### src/rmbs_pkg.sv
package rmbs_pkg;

  localparam int DEPTH_DEF = 1024;
  localparam int VALUE_W   = 32;
  localparam int POS_W     = 10;

  localparam logic [1:0] ACT_CLEAR  = 2'd0;
  localparam logic [1:0] ACT_APPEND = 2'd1;
  localparam logic [1:0] ACT_SEARCH = 2'd2;

  typedef struct packed {
    logic [1:0]                 action;
    logic signed [VALUE_W-1:0]  value;
  } in_item_t;

  typedef struct packed {
    logic             found;
    logic [POS_W-1:0] position;
  } out_item_t;

  typedef enum logic [1:0] {
    ST_IDLE,
    ST_PROBE,
    ST_CHECK
  } state_t;

  // controller to datapath
  typedef struct packed {
    logic do_clear;
    logic do_append;
    logic ld_search;
    logic step;
    logic load_out;
  } cmd_t;

  // datapath to controller
  typedef struct packed {
    logic fill_zero;
    logic cont;
    logic out_busy;
  } sts_t;

endpackage

### src/rmbs_ctrl.sv
module rmbs_ctrl (
  input  logic          clk,
  input  logic          rst,
  input  logic          in_valid,
  input  logic [1:0]    action,
  input  rmbs_pkg::sts_t sts,
  output rmbs_pkg::cmd_t cmd,
  output logic          in_stall
);

  import rmbs_pkg::*;

  state_t state;
  state_t state_next;

  always_ff @(posedge clk) begin
    if (rst) begin
      state <= ST_IDLE;
    end else begin
      state <= state_next;
    end
  end

  always_comb begin
    state_next = state;
    case (state)
      ST_IDLE: begin
        if (in_valid && action == ACT_SEARCH) begin
          state_next = sts.fill_zero ? ST_CHECK : ST_PROBE;
        end
      end
      ST_PROBE: begin
        if (!sts.cont) begin
          state_next = ST_CHECK;
        end
      end
      ST_CHECK: begin
        if (!sts.out_busy) begin
          state_next = ST_IDLE;
        end
      end
      default: state_next = ST_IDLE;
    endcase
  end

  always_comb begin
    cmd      = '0;
    in_stall = 1'b1;
    case (state)
      ST_IDLE: begin
        in_stall      = 1'b0;
        cmd.do_clear  = in_valid && action == ACT_CLEAR;
        cmd.do_append = in_valid && action == ACT_APPEND;
        cmd.ld_search = in_valid && action == ACT_SEARCH;
      end
      ST_PROBE: begin
        cmd.step = 1'b1;
      end
      ST_CHECK: begin
        cmd.load_out = !sts.out_busy;
      end
      default: begin
        in_stall = 1'b1;
      end
    endcase
  end

endmodule

### config.mk
export PLATFORM = sky130hd
export DESIGN_NAME = rmbs_ctrl
export DESIGN_NICKNAME = d
export VERILOG_FILES = /design/src/rmbs_pkg.sv /design/src/rmbs_ctrl.sv
export SDC_FILE = /design/constraint.sdc
export NUM_CORES = 1
export LEC_CHECK = 0
export BUFFER_PORTS_ARGS = -buffer_cell sky130_fd_sc_hd__clkbuf_2
export CAP_MARGIN = 5
export CORE_AREA = 3 3 40 42
export CTS_CLUSTER_DIAMETER = 120
export DETAILED_ROUTE_END_ITERATION = 6
export DIE_AREA = 0 0 43 45
export SLEW_MARGIN = 20
export SYNTH_ARGS = -nofsm -noshare
export SYNTH_HDL_FRONTEND = slang
export SYNTH_SLANG_ARGS = --single-unit
### constraint.sdc
create_clock -name clk -period 1.95 [get_ports clk]
set_clock_uncertainty 0.05 [all_clocks]
set_input_delay 0.195 -clock clk [delete_from_list [all_inputs] [get_ports clk]]
set_output_delay 0.195 -clock clk [all_outputs]
set_load 0.01 [all_outputs]
==> summary.log, run 1 <==
INFO  grt            maximum_number_of_pins_on_one_net_before_global_route_repair=6
INFO  timing         slew_violations=0
INFO  drt            drtAntennaViolNets=0
INFO  drt            vias=177
INFO  clocking       h-tree-depth=1
INFO  drt            avgViaCountPerCell=3.69
INFO  place          detailed_place_hpwl=363µm
INFO  clocking       cts_root_buf=sky130_fd_sc_hd__clkbuf_4
INFO  timing         max-slew-margin-rel=88.7%
INFO  yosys          postSynthNetCount=25
INFO  clocking       path_clk_slew=30ps
INFO  min_path       hold_path_class=in2reg
INFO  yosys          synth_cells=17
INFO  cells_and_area final_util=20.2%
INFO  clocking       ctsHoldBuffers=0
INFO  cells_and_area largest_register_ff_count=2
INFO  clocking       tritoncts=yes
INFO  timing         final_min_period_over_clock_period=91.3%
INFO  clocking       postCtsResizedCells=0
INFO  place          buffer_ports.inserted=13
INFO  yosys          synth.ff_latch_count=2
INFO  clocking       cts_sinks=2
INFO  timing         unrepaired_setup_endpoints_after_global_routing=no
INFO  critical_path  critical_path.endpoint_type=output pin
INFO  place          globalplace.congestion=0.577
INFO  run            timing.max_cap.violations=0
INFO  floorplan      die_w=43µm
INFO  timing         setup-violations-final=0
INFO  critical_path  worstSetupPathType=reg2out
INFO  timing         fin_setup_tns=0ps
INFO  critical_path  crit_path_max_fanout=5
INFO  grt            antenna_found_initial=0
INFO  power_and_ir_drop design_power_total=0.165mW
INFO  cells_and_area nFillCells=151
INFO  cells_and_area layout-drive-gt1-share=63.6%
INFO  critical_path  startpoint_type=flop
INFO  power_and_ir_drop vdd_drop_max=0.120mV
INFO  cells_and_area final_cell_mix=sky130_fd_sc_hd__clkbuf_2, sky130_fd_sc_hd__clkbuf_4
INFO  cells_and_area registers.top_by_ff_count=state
INFO  cells_and_area regArea=40.0µm²
INFO  timing         layout_min_cycle_time=1780ps
INFO  floorplan      die_area=1940µm²
INFO  power_and_ir_drop pwr_density_cell=639nW/µm²
INFO  critical_path  arrival=1540ps
INFO  drt            drt_drc_violations_left=0
INFO  timing         report.final.hold_viol_count=0
INFO  yosys          sequential_cell_area_fraction_in_the_yosys_report=26.2%
INFO  grt            grt.overflow.total=0
INFO  run_status     run_status=finished, final reports clean
INFO  cells_and_area antenna_cells=0
INFO  drt            avgRoutedWirePerCell=9.35µm
INFO  yosys          post_synth_num_cell_types=12
INFO  grt            global_route.usage.total=6.65%
INFO  grt            via_count_of_the_first_global_routing_pass=201
INFO  yosys          post_synth_main_area_contributors=sky130_fd_sc_hd__dfxtp_1, sky130_fd_sc_hd__or3b_4, sky130_fd_sc_hd__o32ai_2, sky130_fd_sc_hd__nor3b_1, sky130_fd_sc_hd__nand2b_1
INFO  yosys          synth_area=153µm²
INFO  clocking       cts_buffers=3
INFO  cells_and_area mostFrequentLayoutCell=sky130_fd_sc_hd__clkbuf_2
INFO  timing         slew_worst_pin=169ps
INFO  cells_and_area layout-area-overhead-vs-synth=69.7%
INFO  clocking       post-cts-setup-buffers=0
INFO  floorplan      floorplan.initialDensity=11.9%
INFO  clocking       worst_skew_pair.late_latency=220ps
INFO  clocking       max-clock-path-buffers=2
INFO  yosys          synth_top_cell_by_area=sky130_fd_sc_hd__dfxtp_1
INFO  yosys          syn_area_per_cell=8.98µm²
INFO  power_and_ir_drop p_leak=0.135nW
INFO  critical_path  worst_ep_required_time=1700ps
INFO  floorplan      io-pin-count=14
INFO  floorplan      fp.coreArea=1280µm²
INFO  yosys          synth.yosys.warnings=0
INFO  floorplan      dieHeight=45µm
INFO  drt            wl=449µm
INFO  cells_and_area largestRegisters=state (2)
INFO  drt            detailedRoute.firstIterationViolations=1
INFO  drt            detailedRoute.firstPassIterationCount=2
INFO  cells_and_area multiInputGateArea=105µm²
INFO  timing         fmaxAchievable=0.562GHz
INFO  grt            grt_first_pass_wirelength=834µm
INFO  floorplan      row_count=13
INFO  yosys          synth.top_cell.area_share=26.2%
INFO  cells_and_area final_nets=43
Yosys cell counts:
master                     n
sky130_fd_sc_hd__o32ai_2   1
sky130_fd_sc_hd__inv_1     2
sky130_fd_sc_hd__o22a_2    1
sky130_fd_sc_hd__or2_2     1
sky130_fd_sc_hd__nor3_1    1
sky130_fd_sc_hd__nand2b_1  2
sky130_fd_sc_hd__o22ai_1   1
sky130_fd_sc_hd__or2b_1    1
sky130_fd_sc_hd__or3b_4    2
sky130_fd_sc_hd__nor3b_1   2
sky130_fd_sc_hd__dfxtp_1   2
sky130_fd_sc_hd__nand2_1   1
where the power goes:
group / internal [mW] / total, mW / leakage, nW / switching [mW]
Sequential: 0.0425 / 0.0439 / 0.0162 / 0.00137
Clock: 0.0679 / 0.0909 / 0.0138 / 0.0231
Combinational: 0.0170 / 0.0306 / 0.105 / 0.0136
through the flow:
| stage | std cells | hold slack [ps] | setup slack, ps | area [µm²] |
|---|---|---|---|---|
| 2_1_floorplan | 17 | 259 | 514 | 153 |
| 4_1_cts | 48 | 151 | 152 | 259 |
| 6_report | 48 | 160 | 170 | 259 |
| 5_1_grt | 48 | 162 | 92.3 | 259 |
| 3_5_place_dp | 45 | 391 | 397 | 236 |
| 3_3_place_gp | 45 | 390 | 403 | 236 |
critical path: stages, from the launching register on:
cell                       delay (ps)
sky130_fd_sc_hd__dfxtp_1          330
sky130_fd_sc_hd__or3b_4           410
sky130_fd_sc_hd__or3b_4           400
sky130_fd_sc_hd__inv_1             60
sky130_fd_sc_hd__clkbuf_2         120
area by class of cell:
cell class / instances / share of cell area (%)
multi-input combinational: 13 / 40.6
sequential: 2 / 15.5
timing repair buffer: 13 / 25.1
clock buffer: 3 / 8.70
tap: 15 / 7.25
inverter: 2 / 2.90
final timing paths:
path	startpoint	end	slack, ps	depth (start not counted)
setup / recovery	state[0]	cmd[2]	170	4
hold / removal	sts[2]	state[0]	160	2
setup reg to reg	state[0]	state[0]	490	3
hold reg to reg	state[0]	state[1]	590	2
routing by layer:
| layer | vias to the layer above | share of wire, % | global-route usage (%) |
|---|---|---|---|
| met2 | 5 | 44 | 7.49 |
| li1 | 94 | - | - |
| met5 | - | 0 | 0 |
| met1 | 76 | 44 | 7.43 |
| met4 | 0 | 2.2 | 7.23 |
| met3 | 2 | 9.1 | 4.78 |
cell families after synthesis:
group	count (synthesis)	share of synthesized area, %
compound gates	3	21.3
simple gates	10	47.5
buf+inv	2	4.92
flops	2	26.2
Power figures use the tool's default switching activity.
==> run 2, diff against run 1 <==
Settings changed: MAX_ROUTING_LAYER from default to met4, REMOVE_ABC_BUFFERS from default to 1.
==> summary.log, run 2 (synthesis results as in run 1) <==
INFO  clocking       h-tree-depth=1 [unchanged]
INFO  clocking       cts_buffers=3 [unchanged]
INFO  cells_and_area largest_register_ff_count=2 [unchanged]
INFO  cells_and_area mostFrequentLayoutCell=sky130_fd_sc_hd__clkbuf_2
INFO  drt            vias=177 [unchanged]
INFO  drt            drtAntennaViolNets=0 [unchanged]
INFO  cells_and_area final_cell_mix=sky130_fd_sc_hd__clkbuf_2, sky130_fd_sc_hd__clkbuf_4
INFO  timing         slew_worst_pin=169ps [unchanged]
INFO  critical_path  worstSetupPathType=reg2out
INFO  grt            via_count_of_the_first_global_routing_pass=200 [-0.50%]
INFO  power_and_ir_drop vdd_drop_max=0.120mV [unchanged]
INFO  cells_and_area final_util=20.2% [unchanged]
INFO  timing         layout_min_cycle_time=1780ps [-0.00400 ps]
INFO  clocking       tritoncts=yes
INFO  cells_and_area layout-area-overhead-vs-synth=69.7% [unchanged]
INFO  grt            grt_first_pass_wirelength=834µm [unchanged]
INFO  critical_path  startpoint_type=flop
INFO  timing         fin_setup_tns=0ps [unchanged]
INFO  cells_and_area layout-drive-gt1-share=63.6% [unchanged]
INFO  cells_and_area registers.top_by_ff_count=state
INFO  critical_path  critical_path.reg2reg.startpoint=state[0]
INFO  critical_path  crit_path_max_fanout=5 [unchanged]
INFO  timing         fmaxAchievable=0.562GHz [about the same]
INFO  floorplan      fp.coreArea=1280µm² [unchanged]
INFO  clocking       postCtsResizedCells=0 [unchanged]
INFO  critical_path  worst_r2r_path_cells=3 [unchanged]
INFO  critical_path  worstPathCellList=or3b_4 -> or3b_4 -> inv_1 -> clkbuf_2
INFO  grt            maximum_number_of_pins_on_one_net_before_global_route_repair=6 [unchanged]
INFO  timing         slew_violations=0 [unchanged]
INFO  critical_path  cp_endpoint=cmd[2]
INFO  clocking       max-clock-path-buffers=2 [unchanged]
INFO  timing         report.final.hold_viol_count=0 [unchanged]
INFO  floorplan      dieHeight=45µm [unchanged]
INFO  timing         max-slew-margin-rel=88.7% [unchanged]
INFO  place          detailed_place_hpwl=363µm [unchanged]
INFO  drt            detailedRoute.firstIterationViolations=1 [unchanged]
INFO  critical_path  worst_ep_required_time=1700ps [about the same]
INFO  floorplan      die_w=43µm [unchanged]
INFO  critical_path  cpPeakStageDelay=410ps [about the same]
INFO  clocking       cts_root_buf=sky130_fd_sc_hd__clkbuf_4
INFO  grt            global_route.usage.total=6.85% [+0.20 points]
INFO  drt            avgViaCountPerCell=3.69 [unchanged]
INFO  drt            avgRoutedWirePerCell=9.35µm [unchanged]
INFO  grt            antenna_found_initial=0 [unchanged]
INFO  critical_path  rr_endpoint=state[0]
INFO  grt            grt.overflow.total=0 [unchanged]
INFO  run            timing.max_cap.violations=0 [unchanged]
INFO  drt            wl=449µm [unchanged]
INFO  power_and_ir_drop pwr_density_cell=639nW/µm² [about the same]
INFO  critical_path  critical_path.endpoint_type=output pin
INFO  run_status     run_status=finished, final reports clean
INFO  cells_and_area nFillCells=151 [unchanged]
INFO  floorplan      die_area=1940µm² [unchanged]
INFO  critical_path  critPathMostFrequentCell=sky130_fd_sc_hd__or3b_4
INFO  timing         final_critical_path_setup_slack=170ps [+0.00400 ps]
INFO  critical_path  minimum_setup_slack_among_reg_to_reg_paths=490ps [about the same]
INFO  timing         setup-violations-final=0 [unchanged]
INFO  floorplan      io-pin-count=14 [unchanged]
INFO  critical_path  crit_path_start=state[0]
INFO  critical_path  critPathSlowestCell=sky130_fd_sc_hd__or3b_4
INFO  place          globalplace.congestion=0.580 [+0.52%]
INFO  cells_and_area final_nets=43 [unchanged]
INFO  cells_and_area largestRegisters=state (2)
INFO  critical_path  arrival=1540ps [about the same]
INFO  timing         final_min_period_over_clock_period=91.3% [about the same]
INFO  clocking       path_clk_slew=30ps [about the same]
INFO  power_and_ir_drop p_leak=0.135nW [unchanged]
INFO  clocking       cts_sinks=2 [unchanged]
INFO  clocking       worst_skew_pair.late_latency=220ps [about the same]
INFO  place          buffer_ports.inserted=13 [unchanged]
INFO  clocking       ctsHoldBuffers=0 [unchanged]
INFO  timing         unrepaired_setup_endpoints_after_global_routing=no
INFO  floorplan      floorplan.initialDensity=11.9% [unchanged]
INFO  drt            drt_drc_violations_left=0 [unchanged]
INFO  cells_and_area antenna_cells=0 [unchanged]
INFO  min_path       hold_path_class=in2reg
INFO  floorplan      row_count=13 [unchanged]
INFO  clocking       post-cts-setup-buffers=0 [unchanged]
INFO  drt            detailedRoute.firstPassIterationCount=2 [unchanged]
INFO  place          detailedPlace.worstSlack=397ps [unchanged]
[run 2: cell counts in the layout (fill, tap and decap cells not counted)]
Identical to the previous run, type by type.
[run 2: area by class of cell]
class / instances / area [µm²] / area share, %
Clock buffer: 3 / 22.5 / 8.70
Inverter: 2 / 7.51 / 2.90
Multi-Input combinational cell: 13 / 105 / 40.6
Sequential cell: 2 / 40.0 / 15.5
Tap cell: 15 / 18.8 / 7.25
Timing Repair Buffer: 13 / 65.1 / 25.1
[run 2: routing by layer]
metal  vias up  global-route usage (%)  wire length, µm  part of all wire, %
met5         -                       -                0                    0
met4         0                    7.23               10                  2.2
met3         2                    4.78               41                  9.1
met2         5                    7.49              197                   44
met1        76                    7.43              199                   44
li1         94                       -                -                    -
[run 2: how the worst min path moves through the flow]
stage,from,end,slack (ps),depth (start not counted)
finish,sts[2],state[0],160,2
global route,sts[2],state[0],160,2
global placement,sts[2],state[0],390,2
detailed placement,sts[2],state[0],390,2
CTS,sts[2],state[0],150,2
floorplan,rst,state[0],260,1
[run 2: worst max-delay path, delay by kind of cell, from the launching register on]
kind,cells,cell delay (ps)
simple gates,2,810
flops,1,330
buf+inv,2,180
[run 2: power by group]
part           internal, mW  switching, mW  total [mW]
sequential           0.0425        0.00137      0.0439
clock                0.0679         0.0231      0.0909
combinational        0.0170         0.0136      0.0306
total                 0.127         0.0380       0.165
[run 2: stage by stage]
step,instance area (µm²),power [mW],hold WS [ps],instances
2_1_floorplan,153,0.0597,259,17
3_3_place_gp,236,0.0748,390,45
3_5_place_dp,236,0.0752,391,45
4_1_cts,259,0.173,151,48
5_1_grt,259,0.182,162,48
6_report,259,0.165,160,48
